`config.mk`:
```
export PLATFORM = sky130hd
export DESIGN_NAME = sawtooth_voice_with_release_core
export DESIGN_NICKNAME = d
export VERILOG_FILES = /design/src/design/svr_pkg.sv /design/src/design/svr_mul_serial.sv /design/src/design/svr_phase_acc.sv /design/src/design/sawtooth_voice_with_release_core.sv
export VERILOG_INCLUDE_DIRS = /design/src /design/src/design
export SDC_FILE = /design/constraint.sdc
export NUM_CORES = 1
export LEC_CHECK = 0
export CELL_PAD_IN_SITES_DETAIL_PLACEMENT = 1
export CELL_PAD_IN_SITES_GLOBAL_PLACEMENT = 1
export CORE_MARGIN = 1.5
export CORE_UTILIZATION = 51
export DETAILED_ROUTE_END_ITERATION = 12
export DONT_BUFFER_PORTS = 1
export GPL_ROUTABILITY_DRIVEN = 0
export PLACE_DENSITY_LB_ADDON = 0.1
export SETUP_SLACK_MARGIN = 0.3
export SLEW_MARGIN = 5
export SYNTH_ARGS = -nofsm -noshare
export SYNTH_HDL_FRONTEND = slang
export SYNTH_HIERARCHICAL = 1
export SYNTH_SLANG_ARGS = --single-unit
```
`constraint.sdc`:
```
create_clock -name clk -period 6.2 [get_ports clk]
set_input_delay 1.24 -clock clk [delete_from_list [all_inputs] [get_ports clk]]
set_output_delay 1.24 -clock clk [all_outputs]
set_load 0.05 [all_outputs]
```
`src/design/assert_macros.svh`:
```
// Assertion macros shared by the voice RTL.
`ifndef ASSERT_MACROS_SVH
`define ASSERT_MACROS_SVH

// Check a property on every rising clock edge outside reset.
`define SVR_ASSERT(name, prop, msg) \
	name: assert property (@(posedge clk) disable iff (!arst_n) prop) \
		else $error(msg);

// Check that a condition never holds outside reset.
`define SVR_NEVER(name, expr, msg) \
	name: assert property (@(posedge clk) disable iff (!arst_n) !(expr)) \
		else $error(msg);

`endif

```
`src/design/svr_pkg.sv`:
```
// Types and constants of the sawtooth voice with release tail.
package svr_pkg;

	localparam int CMD_W     = 2;
	localparam int NOTE_W    = 7;
	localparam int SAMPLE_W  = 16;
	localparam int LEVEL_W   = 16;
	localparam int GAIN_W    = 16;
	localparam int GAIN_FRAC = 15;
	// level and gain are both Q1.15, so the product carries 30 fraction bits
	localparam int ROUND_SHIFT = 2 * GAIN_FRAC;

	localparam logic [LEVEL_W-1:0] LEVEL_RESET = 16'd32768;
	localparam logic [GAIN_W-1:0]  GAIN_ONE    = 16'd32768;
	localparam logic [GAIN_W-1:0]  GAIN_DECAY  = 16'd32440;
	localparam logic [GAIN_W-1:0]  GAIN_FLOOR  = 16'd1638;
	localparam int NOTE_COUNT = 128;
	localparam int A4_HZ      = 440;

	// 2^(k/12) in Q24
	localparam logic [31:0] SEMITONE_Q24 [12] = '{
		32'd16777216, 32'd17774841, 32'd18831788, 32'd19951585,
		32'd21137968, 32'd22394897, 32'd23726566, 32'd25137421,
		32'd26632170, 32'd28215802, 32'd29893600, 32'd31671166
	};

	typedef enum logic [CMD_W-1:0] {
		CMD_TICK    = 2'd0,
		CMD_START   = 2'd1,
		CMD_RELEASE = 2'd2,
		CMD_STOP    = 2'd3
	} svr_cmd_t;

	typedef enum logic [1:0] {
		ST_IDLE,
		ST_RUN,
		ST_DONE
	} svr_state_t;

	typedef struct packed {
		logic [CMD_W-1:0]  command;
		logic [NOTE_W-1:0] note_number;
	} svr_in_t;

	typedef struct packed {
		logic signed [SAMPLE_W-1:0] sample;
		logic                       voice_active;
	} svr_out_t;

	typedef struct packed {
		logic load;
		logic step;
	} svr_mul_ctrl_t;

	typedef struct packed {
		logic start;
		logic shift;
		logic clear_phase;
		logic load_step;
		logic clear_step;
	} svr_acc_ctrl_t;

endpackage

```
`src/design/svr_mul_serial.sv`:
```
// Serial-parallel multiplier: signed multiplicand times unsigned multiplier, one bit a cycle while step is set.
module svr_mul_serial #(
	parameter int AW = 32,
	parameter int BW = 16
) (
	input  logic                      clk,
	input  svr_pkg::svr_mul_ctrl_t    ctrl,
	input  logic signed [AW-1:0]      a,
	input  logic [BW-1:0]             b,
	output logic signed [AW+BW-1:0]   prod
);
	import svr_pkg::*;

	logic signed [AW-1:0] a_q;
	logic [BW-1:0]        b_q;
	logic signed [AW-1:0] hi_q;
	logic [BW-1:0]        lo_q;
	logic signed [AW:0]   sum;

	// add the multiplicand when the current multiplier bit is set
	always_comb begin
		sum = {hi_q[AW-1], hi_q} + (b_q[0] ? {a_q[AW-1], a_q} : {(AW+1){1'b0}});
	end

	// load operands, then shift the partial product right one bit per step
	always_ff @(posedge clk) begin
		if (ctrl.load) begin
			a_q  <= a;
			b_q  <= b;
			hi_q <= '0;
			lo_q <= '0;
		end else if (ctrl.step) begin
			hi_q <= sum[AW:1];
			lo_q <= {sum[0], lo_q[BW-1:1]};
			b_q  <= b_q >> 1;
		end
	end

	assign prod = {hi_q, lo_q};

endmodule

```
`src/design/svr_phase_acc.sv`:
```
// Bit-serial phase accumulator holding the phase and its per-tick step.
module svr_phase_acc #(
	parameter int PHASE_BITS = 32
) (
	input  logic                     clk,
	input  logic                     arst_n,
	input  svr_pkg::svr_acc_ctrl_t   ctrl,
	input  logic [PHASE_BITS-1:0]    step_in,
	output logic [PHASE_BITS-1:0]    phase
);
	import svr_pkg::*;

	logic [PHASE_BITS-1:0] phase_q;
	logic [PHASE_BITS-1:0] step_q;
	logic                  carry_q;
	logic                  sum_bit;
	logic                  carry_d;

	// full adder on the low bits of both rotating words
	always_comb begin
		sum_bit = phase_q[0] ^ step_q[0] ^ carry_q;
		carry_d = (phase_q[0] & step_q[0]) | (carry_q & (phase_q[0] ^ step_q[0]));
	end

	// rotate both words one bit per step; a full turn of steps leaves the sum in place
	always_ff @(posedge clk or negedge arst_n) begin
		if (!arst_n) begin
			phase_q <= '0;
			step_q  <= '0;
			carry_q <= 1'b0;
		end else begin
			if (ctrl.clear_phase) begin
				phase_q <= '0;
			end else if (ctrl.shift) begin
				phase_q <= {sum_bit, phase_q[PHASE_BITS-1:1]};
			end

			if (ctrl.load_step) begin
				step_q <= step_in;
			end else if (ctrl.clear_step) begin
				step_q <= '0;
			end else if (ctrl.shift) begin
				step_q <= {step_q[0], step_q[PHASE_BITS-1:1]};
			end

			if (ctrl.start) begin
				carry_q <= 1'b0;
			end else if (ctrl.shift) begin
				carry_q <= carry_d;
			end
		end
	end

	assign phase = phase_q;

endmodule

```
`src/design/sawtooth_voice_with_release_core.sv`:
```
// Top level of the sawtooth voice with exponential release tail.
`include "assert_macros.svh"

// A sample tick (command 0) returns one result; start note, release and hard stop
// return none and complete in the cycle they are accepted. A tick runs through a
// bit-serial datapath: the sample multiply takes two passes (times level, then
// times release gain) on one serial-parallel multiplier, while the phase add
// runs bit-serially over PHASE_BITS bits and a second serial multiplier decays the
// gain. A tick's result enters the output register as the sequencer leaves its
// done state, and the next item is taken only back in idle, so a new tick is not
// accepted before the previous one has finished. While the output register still
// holds an earlier result that has not been transferred out, the tick waits in its
// last step and the input stays stalled. Level writes are taken at any cycle and
// apply from the next tick on.
module sawtooth_voice_with_release_core #(
	parameter int SAMPLE_RATE = 48000,
	parameter int PHASE_BITS  = 32
) (
	input  logic                               clk,
	input  logic                               arst_n,
	input  logic                               cmd_valid,
	output logic                               cmd_ready,
	input  svr_pkg::svr_in_t                   cmd_data,
	output logic                               smp_valid,
	input  logic                               smp_ready,
	output svr_pkg::svr_out_t                  smp_data,
	input  logic                               cfg_valid,
	output logic                               cfg_ready,
	input  logic [svr_pkg::LEVEL_W-1:0]        cfg_data
);
	import svr_pkg::*;

	localparam int MUL_AW    = SAMPLE_W + LEVEL_W;
	localparam int MUL_PW    = MUL_AW + GAIN_W;
	localparam int GMUL_PW   = 2 * GAIN_W;
	localparam int RND_W     = MUL_PW - ROUND_SHIFT;
	localparam int PASS_LAST = 2 * GAIN_W;
	localparam int RUN_LAST  = (PHASE_BITS - 1 > PASS_LAST) ? PHASE_BITS - 1 : PASS_LAST;
	localparam int CNT_W     = $clog2(RUN_LAST + 1);
	localparam int STEP_GUARD = 14;
	localparam logic [127:0] STEP_DEN = 128'(SAMPLE_RATE) << STEP_GUARD;
	localparam logic [CNT_W-1:0] RUN_LAST_C = CNT_W'(RUN_LAST);

	// phase step for a note, rounded half up, wrapped to the phase width
	function automatic logic [PHASE_BITS-1:0] calc_step(input int note);
		int           m;
		int           q;
		int           k;
		logic [127:0] num;
		m   = note + 3;
		q   = m / 12;
		k   = m % 12;
		num = 128'(A4_HZ) * 128'(SEMITONE_Q24[k]);
		num = num << (q - 30 + PHASE_BITS + STEP_GUARD);
		return PHASE_BITS'((num + (STEP_DEN >> 1)) / STEP_DEN);
	endfunction

	// note to phase step lookup, built at elaboration
	logic [PHASE_BITS-1:0] step_rom [NOTE_COUNT];
	for (genvar gi = 0; gi < NOTE_COUNT; gi++) begin : g_rom
		localparam logic [PHASE_BITS-1:0] STEP_VAL = calc_step(gi);
		assign step_rom[gi] = STEP_VAL;
	end

	svr_state_t            state_q;
	svr_state_t            state_d;
	logic [CNT_W-1:0]      cnt_q;
	logic [LEVEL_W-1:0]    level_q;
	logic [GAIN_W-1:0]     rg_q;
	logic                  active_q;
	logic                  smp_valid_q;
	svr_out_t              smp_q;

	svr_cmd_t              cmd;
	logic                  cmd_fire;
	logic                  tick_fire;
	logic                  done_fire;
	logic                  out_free;

	svr_mul_ctrl_t               mul_ctrl;
	logic signed [MUL_AW-1:0]    mul_a;
	logic [LEVEL_W-1:0]          mul_b;
	logic signed [MUL_PW-1:0]    mul_prod;
	svr_mul_ctrl_t               gmul_ctrl;
	logic signed [GMUL_PW-1:0]   gmul_prod;
	svr_acc_ctrl_t               acc_ctrl;
	logic [PHASE_BITS-1:0]       phase;

	logic [PHASE_BITS+SAMPLE_W-1:0] phase_ext;
	logic signed [SAMPLE_W-1:0]     saw;
	logic [GAIN_W-1:0]              g_eff;
	logic signed [MUL_PW-1:0]       rnd;
	logic signed [RND_W-1:0]        rshift;
	logic [RND_W-SAMPLE_W:0]        top_bits;
	logic signed [SAMPLE_W-1:0]     sat;
	logic [GMUL_PW-1:0]             gsum;
	logic [GAIN_W-1:0]              g_next;
	logic                           releasing;
	logic                           rel_end;
	svr_out_t                       smp_d;
	logic                           in_run;
	logic                           run_mid;
	logic                           gain_bad;

	assign cmd       = svr_cmd_t'(cmd_data.command);
	assign cmd_ready = (state_q == ST_IDLE);
	assign cmd_fire  = cmd_valid & cmd_ready;
	assign tick_fire = cmd_fire && (cmd == CMD_TICK);
	assign out_free  = !smp_valid_q || smp_ready;
	assign done_fire = (state_q == ST_DONE) && out_free;
	assign cfg_ready = 1'b1;

	// sawtooth: the phase bits just below the top bit, read as signed
	assign phase_ext = {phase, {SAMPLE_W{1'b0}}};
	assign saw       = phase_ext[PHASE_BITS+SAMPLE_W-2 -: SAMPLE_W];
	assign g_eff     = (rg_q != '0) ? rg_q : GAIN_ONE;

	// next state
	always_comb begin
		state_d = state_q;
		unique case (state_q)
			ST_IDLE: begin
				if (tick_fire) state_d = ST_RUN;
			end
			ST_RUN: begin
				if (cnt_q == RUN_LAST_C) state_d = ST_DONE;
			end
			ST_DONE: begin
				if (out_free) state_d = ST_IDLE;
			end
			default: state_d = ST_IDLE;
		endcase
	end

	// sequencer outputs: multiplier passes and serial phase add
	always_comb begin
		mul_ctrl  = '0;
		gmul_ctrl = '0;
		acc_ctrl  = '0;
		mul_a     = MUL_AW'(saw);
		mul_b     = level_q;
		unique case (state_q)
			ST_IDLE: begin
				mul_ctrl.load   = tick_fire;
				gmul_ctrl.load  = tick_fire;
				acc_ctrl.start  = tick_fire;
				acc_ctrl.clear_phase = cmd_fire && (cmd == CMD_START || cmd == CMD_STOP);
				acc_ctrl.load_step   = cmd_fire && (cmd == CMD_START);
			end
			ST_RUN: begin
				mul_a = mul_prod[MUL_AW-1:0];
				mul_b = g_eff;
				mul_ctrl.load  = (cnt_q == CNT_W'(GAIN_W));
				mul_ctrl.step  = (cnt_q < CNT_W'(GAIN_W)) ||
					((cnt_q > CNT_W'(GAIN_W)) && (cnt_q <= CNT_W'(PASS_LAST)));
				gmul_ctrl.step = (cnt_q < CNT_W'(GAIN_W));
				acc_ctrl.shift = (cnt_q <= CNT_W'(PHASE_BITS - 1));
			end
			ST_DONE: begin
				acc_ctrl.clear_step = done_fire && rel_end;
			end
			default: begin
				mul_ctrl = '0;
			end
		endcase
	end

	// round, saturate and gate the sample; decay the release gain
	always_comb begin
		rnd      = mul_prod + (MUL_PW'(1) <<< (ROUND_SHIFT - 1));
		rshift   = rnd[MUL_PW-1:ROUND_SHIFT];
		top_bits = rshift[RND_W-1:SAMPLE_W-1];
		if ((&top_bits) || !(|top_bits)) begin
			sat = rshift[SAMPLE_W-1:0];
		end else if (rshift[RND_W-1]) begin
			sat = {1'b1, {(SAMPLE_W-1){1'b0}}};
		end else begin
			sat = {1'b0, {(SAMPLE_W-1){1'b1}}};
		end
		gsum      = gmul_prod + GMUL_PW'(1 << (GAIN_FRAC - 1));
		g_next    = gsum[GAIN_FRAC +: GAIN_W];
		releasing = active_q && (rg_q != '0);
		rel_end   = releasing && (g_next <= GAIN_FLOOR);
		smp_d.sample       = active_q ? sat : '0;
		smp_d.voice_active = active_q && !rel_end;
	end

	svr_mul_serial #(
		.AW(MUL_AW),
		.BW(LEVEL_W)
	) u_mul (
		.clk  (clk),
		.ctrl (mul_ctrl),
		.a    (mul_a),
		.b    (mul_b),
		.prod (mul_prod)
	);

	svr_mul_serial #(
		.AW(GAIN_W),
		.BW(GAIN_W)
	) u_gain_mul (
		.clk  (clk),
		.ctrl (gmul_ctrl),
		.a    (GAIN_DECAY),
		.b    (rg_q),
		.prod (gmul_prod)
	);

	svr_phase_acc #(
		.PHASE_BITS(PHASE_BITS)
	) u_acc (
		.clk     (clk),
		.arst_n  (arst_n),
		.ctrl    (acc_ctrl),
		.step_in (step_rom[cmd_data.note_number]),
		.phase   (phase)
	);

	// control state: sequencer, level, release gain, voice on flag
	always_ff @(posedge clk or negedge arst_n) begin
		if (!arst_n) begin
			state_q     <= ST_IDLE;
			cnt_q       <= '0;
			level_q     <= LEVEL_RESET;
			rg_q        <= '0;
			active_q    <= 1'b0;
			smp_valid_q <= 1'b0;
		end else begin
			state_q <= state_d;

			if (tick_fire) begin
				cnt_q <= '0;
			end else if (state_q == ST_RUN) begin
				cnt_q <= cnt_q + 1'b1;
			end

			if (cfg_valid && cfg_ready) begin
				level_q <= cfg_data;
			end

			if (cmd_fire) begin
				case (cmd)
					CMD_START: begin
						rg_q     <= '0;
						active_q <= 1'b1;
					end
					CMD_RELEASE: begin
						if (active_q && rg_q == '0) rg_q <= GAIN_ONE;
					end
					CMD_STOP: begin
						rg_q     <= '0;
						active_q <= 1'b0;
					end
					default: begin
						rg_q <= rg_q;
					end
				endcase
			end else if (done_fire && releasing) begin
				if (rel_end) begin
					rg_q     <= '0;
					active_q <= 1'b0;
				end else begin
					rg_q <= g_next;
				end
			end

			if (done_fire) begin
				smp_valid_q <= 1'b1;
			end else if (smp_ready) begin
				smp_valid_q <= 1'b0;
			end
		end
	end

	// hold the result until it is transferred out
	always_ff @(posedge clk) begin
		if (done_fire) begin
			smp_q <= smp_d;
		end
	end

	assign smp_valid = smp_valid_q;
	assign smp_data  = smp_q;

	// terms for the checks below
	assign in_run   = (state_q == ST_RUN);
	assign run_mid  = in_run && (cnt_q != RUN_LAST_C);
	assign gain_bad = (rg_q > GAIN_ONE) || ((rg_q != '0) && (rg_q <= GAIN_FLOOR));

	`SVR_ASSERT(a_release_active, (rg_q != '0) |-> active_q, "release gain on a silent voice")
	`SVR_NEVER(a_gain_range, gain_bad, "release gain out of range")
	`SVR_ASSERT(a_run_count, run_mid |=> in_run && (cnt_q == $past(cnt_q) + 1'b1), "count skip")

endmodule

```
# Word-level counts from Yosys, hierarchy flattened
# Memory sizes are Yosys's and may differ from the RTL's.
# Cells that the tools add are included.
# classes
n_eq_ne	13
n_addsub	5
order_cmp	6
reduce_logical	37
n_mux	44
bitwise_logic	7
# op_table
op	n
32-bit 2-to-1 mux	8
16-bit 2-to-1 mux	12
48-bit by 31-bit adder with 48-bit output (second input constant)	1
33-bit adder	1
33-bit 2-to-1 mux	1
16-bit case mux with 2 select lines	1
31-bit by 16-bit adder with 31-bit output (second input constant)	1
16-bit by 16-bit adder with 17-bit output	1
16-bit by 11-bit less-or-equal comparator with 1-bit output (second input constant)	1
16-bit zero test	1
16-bit nonzero test	1
2-bit nonzero test	8
15-bit 2-to-1 mux	1
1-bit 2-to-1 mux	12
6-bit 2-to-1 mux	2
3-bit AND reduction	4
1-bit logical AND	11
8-bit >= comparator (second input constant)	1
2-bit 2-to-1 mux	4
7-bit inverter with 8-bit output	1
6-bit by 1-bit adder with 6-bit output (second input constant)	1
2-bit equality test (second input constant)	3
6-bit by 5-bit equality test with 1-bit output (second input constant)	1
6-bit equality test (second input constant)	1
21 further kinds	33
# word_totals
input_bits	30
reg_bits	268
wordCells	131
romBits	4096
memories	1
# mem_list
name	words	width	read_ports	rd_clocked_by_memory_dff	wr	line	source
(name not given)	128	32	1	0	0	sawtooth_voice_with_release_core.sv:216	.step_in (step_rom[cmd_data.note_number]),

# Depth between registers and ports, before layout
# depth
depth_word	7
depth_mapped	14
mapped_depth_nobuf	11

# Modules after synthesis
# The synthesis kept the hierarchy.
# by_module_without_submodules
module	area_each_um2	instances	seq_area_each_um2	cells_each
sawtooth_voice_with_release_core	7373.3	1	1562.7	1021
svr_mul_serial (u_mul)	5302.6	1	2402.3	540
svr_mul_serial (u_gain_mul)	3235.6	1	1601.5	294
svr_phase_acc	2895.3	1	1626.6	246

# Worst setup path before layout
# Ideal clock, no wire load.
# synth_timing
path_type	reg2reg
from	reg state_q[0]
to	reg u_mul.b_q[0], enable pin
t_required_ns	5.836
path_slack_ns	1.056
setup_ns	0.364
t_arrival_ns	4.780
synth_period_minus_slack_ns	5.144
path_stages_with_launch	9
path_cell_list	dfrtp_1 nor2_1 nand2_1 nor3_1 a31o_2 clkbuf_1 nor2_1 clkbuf_1 inv_1
# synth_lines
element	line	source
start, declared	sawtooth_voice_with_release_core.sv:65	svr_state_t state_q;
start signal, assigned	sawtooth_voice_with_release_core.sv:230	state_q <= state_d;
end signal, assigned	svr_mul_serial.sv:35	b_q <= b_q >> 1;
end, declared	svr_mul_serial.sv:15	logic [BW-1:0] b_q;

==> reports/qor.txt <==
Setup violations, final = 0
Area overhead of the layout relative to synthesis = 5.591%
Number of clock buffers inserted by TritonCTS = 31
Die extent in x = 192.6 um
Via count of the first global-routing pass = 15,990
Number of buffers inserted by port buffering = 0
Cell count after synthesis = 2,058
Worst Slack Setup Final = 2271 ps
Final HPWL DP = 38,390 um
Maximum number of pins on one net before global-route repair = 132
Ratio of total power to cell area = 496.5 mW/mm^2
Largest buffer count on any clock path = 3
Critical path data required time = 6680 ps
Commonest cells after routing, fill and taps aside = nand2_1, nor2_1, mux2i_1, a21oi_1, dfrtp_1
Number of gates resized after CTS = 0
Critical path fanouts, max = 65
Endpoint kind of the worst setup timing path = flip-flop
Post-route core utilization = 54.54%
Initial standard-cell utilization of the core = 51.66%
Path class of the lowest-slack min-delay path = input port to async pin
Detailed-route via count = 15,770
Clock transition at the registers of the reported paths = 60 ps
Data arrival time of the worst path = 4410 ps
Crit-path slowest cell = nor2_1
Switch Pwr = 4.152 mW
GR Overflow Total = 0
Final wirelength = 55,560 um
Commonest non-fill, non-tap cell in the layout = nand2_1
Internal power component = 5.457 mW
Setup Crit Path Kind = flip-flop to flip-flop
Proportion of power drawn by combinational gates = 47.8%
Final Cycle Share = 63.37%
Post-CTS Hold Fix Bufs = 0
LEAKAGE = 8.026 nW
FILL cells = 4,098
Pin slew with the least headroom to its limit = 1144 ps
Area of the core = 0.03548 mm^2
Via-per-instance ratio = 6.432
Num Clock Sinks = 270
Run status = complete, no violations
Relative contribution of sequential cells to total power = 33.6%
Root Driver = clkbuf_16
Average cell area after synthesis = 8.906 um^2
Fraction of power spent switching nets = 43.21%
CTS tree = yes
Final slew viol count = 0
Startpoint kind of the worst setup timing path = flip-flop
Number of top-level pins = 50
First-pass GRT wire length = 87,220 um
Number of maximum-capacitance constraint violations = 0
Detailed-route wire length per cell = 22.67 um
Overall power = 9.610 mW
Setup TNS = 0 ps
Fraction of layout instances using a drive strength above 1 = 9.301%
Area of the mapped netlist = 0.01833 mm^2
Number of H-tree levels = 1
First drt pass iteration count = 7
Die area = 0.03709 mm^2
Number of hold violations in the final report = 0
Number of buffers inserted to repair setup after CTS = 0
DRT iter0 DRCs = 1,035
Number of placement rows = 69
Final layout net count = 2,059
Number of nets with antenna violations after detailed routing = 0
Worst slew slack as a fraction of its limit = 23.62%
Setup WS pre-CTS = 2264 ps
GRT Total Usage = 29.70%
Chip Height = 192.6 um
Post-route clock skew = 33.36 ps
Sequence of cells on the critical path = nor2_1 -> nand2_1 -> nor3_2 -> a31o_4 -> buf_4 -> nor2_1 -> nand2_1 -> nor3_1 -> a221oi_1 -> nand3_1
Clk network pwr share = 18.6%
Largest incremental delay on the critical path = 730 ps
Unrepaired setup endpoints after global routing = no
Maximum clock rate = 254.5 MHz
Worst-skew pair later-pin latency = 600 ps
# DRC = 0
Time the worst path needs with I/O delays and setup = 3929 ps
Largest voltage drop on the vdd net = 0.3225 mV
Number of antenna violations at the first check in global routing = 0
Number of warnings issued by yosys = 6
stage by stage:
stage,cells,hold slack (ps),instance area [um^2]
final,2451,336.5,19350
after global routing,2450,314.4,19350
after floorplan,2074,454.0,18390
after CTS,2450,313.6,19350
after detailed placement,2392,488.3,18370
after global placement,2392,479.3,18370
registers in the layout, indices dropped and copies added (netlist names), 17 cells and up:
name          count
u_mul/a_q        32
u_mul/hi_q       32
u_acc/phase      32
smp_data         17
u_acc/step_q     32
per-layer routing:
layer / wire (um) / track usage, % / vias up
met4: 2404 / 12.40 / 0
met3: 2874 / 4.073 / 149
met2: 26890 / 50.87 / 470
li1: - / - / 7309
met1: 23380 / 37.53 / 7837
met5: 0 / 0 / -
worst paths after layout:
path                            depth (start not counted)                       start  slack (ps)                     endpoint
worst max register to register                         10      state_q[1]$_DFFE_PN0P_        2270  u_mul/hi_q[22]$_SDFFE_PP0P_
worst max-delay path                                   10      state_q[1]$_DFFE_PN0P_        2270  u_mul/hi_q[22]$_SDFFE_PP0P_
worst min-delay path                                    0                      arst_n         340      level_q[10]$_DFFE_PN0P_
max in group asynchronous                               0                      arst_n        5600  u_acc/phase[11]$_DFFE_PN0P_
worst min register to register                          2  u_mul/hi_q[8]$_SDFFE_PP0P_         490   u_mul/hi_q[8]$_SDFFE_PP0P_
min in group clk                                        2  u_mul/hi_q[8]$_SDFFE_PP0P_         490   u_mul/hi_q[8]$_SDFFE_PP0P_
critical path, delay by kind of cell, from the launching register on:
family / cells / cell delay (ps)
AO/OA/AOI/OAI: 2 / 570
buffers and inverters: 1 / 670
flip-flops: 1 / 440
AND/OR/NAND/NOR: 7 / 2100
cell type report:
cell class | instances | area [um^2] | share of cell area [%]
multi-input combinational | 1614 | 10650 | 55.03
clock buffer | 39 | 825.8 | 4.267
inverter | 34 | 127.6 | 0.6594
tap | 461 | 576.8 | 2.980
timing repair buffer | 13 | 97.59 | 0.5043
antenna | 1 | 2.502 | 0.01293
sequential | 270 | 6913 | 35.72
clock inverter | 19 | 160.2 | 0.8275
power by group through the flow:
stage | clock network [mW] | registers (mW) | logic [mW]
floorplan | 0 | 2.96 | 3.72
global placement | 0 | 3.21 | 4.36
detailed placement | 0 | 3.24 | 4.52
CTS | 1.82 | 3.22 | 4.58
global route | 1.89 | 3.31 | 5.05
finish | 1.79 | 3.22 | 4.60
Note: power is estimated with default switching activity, not from simulation.
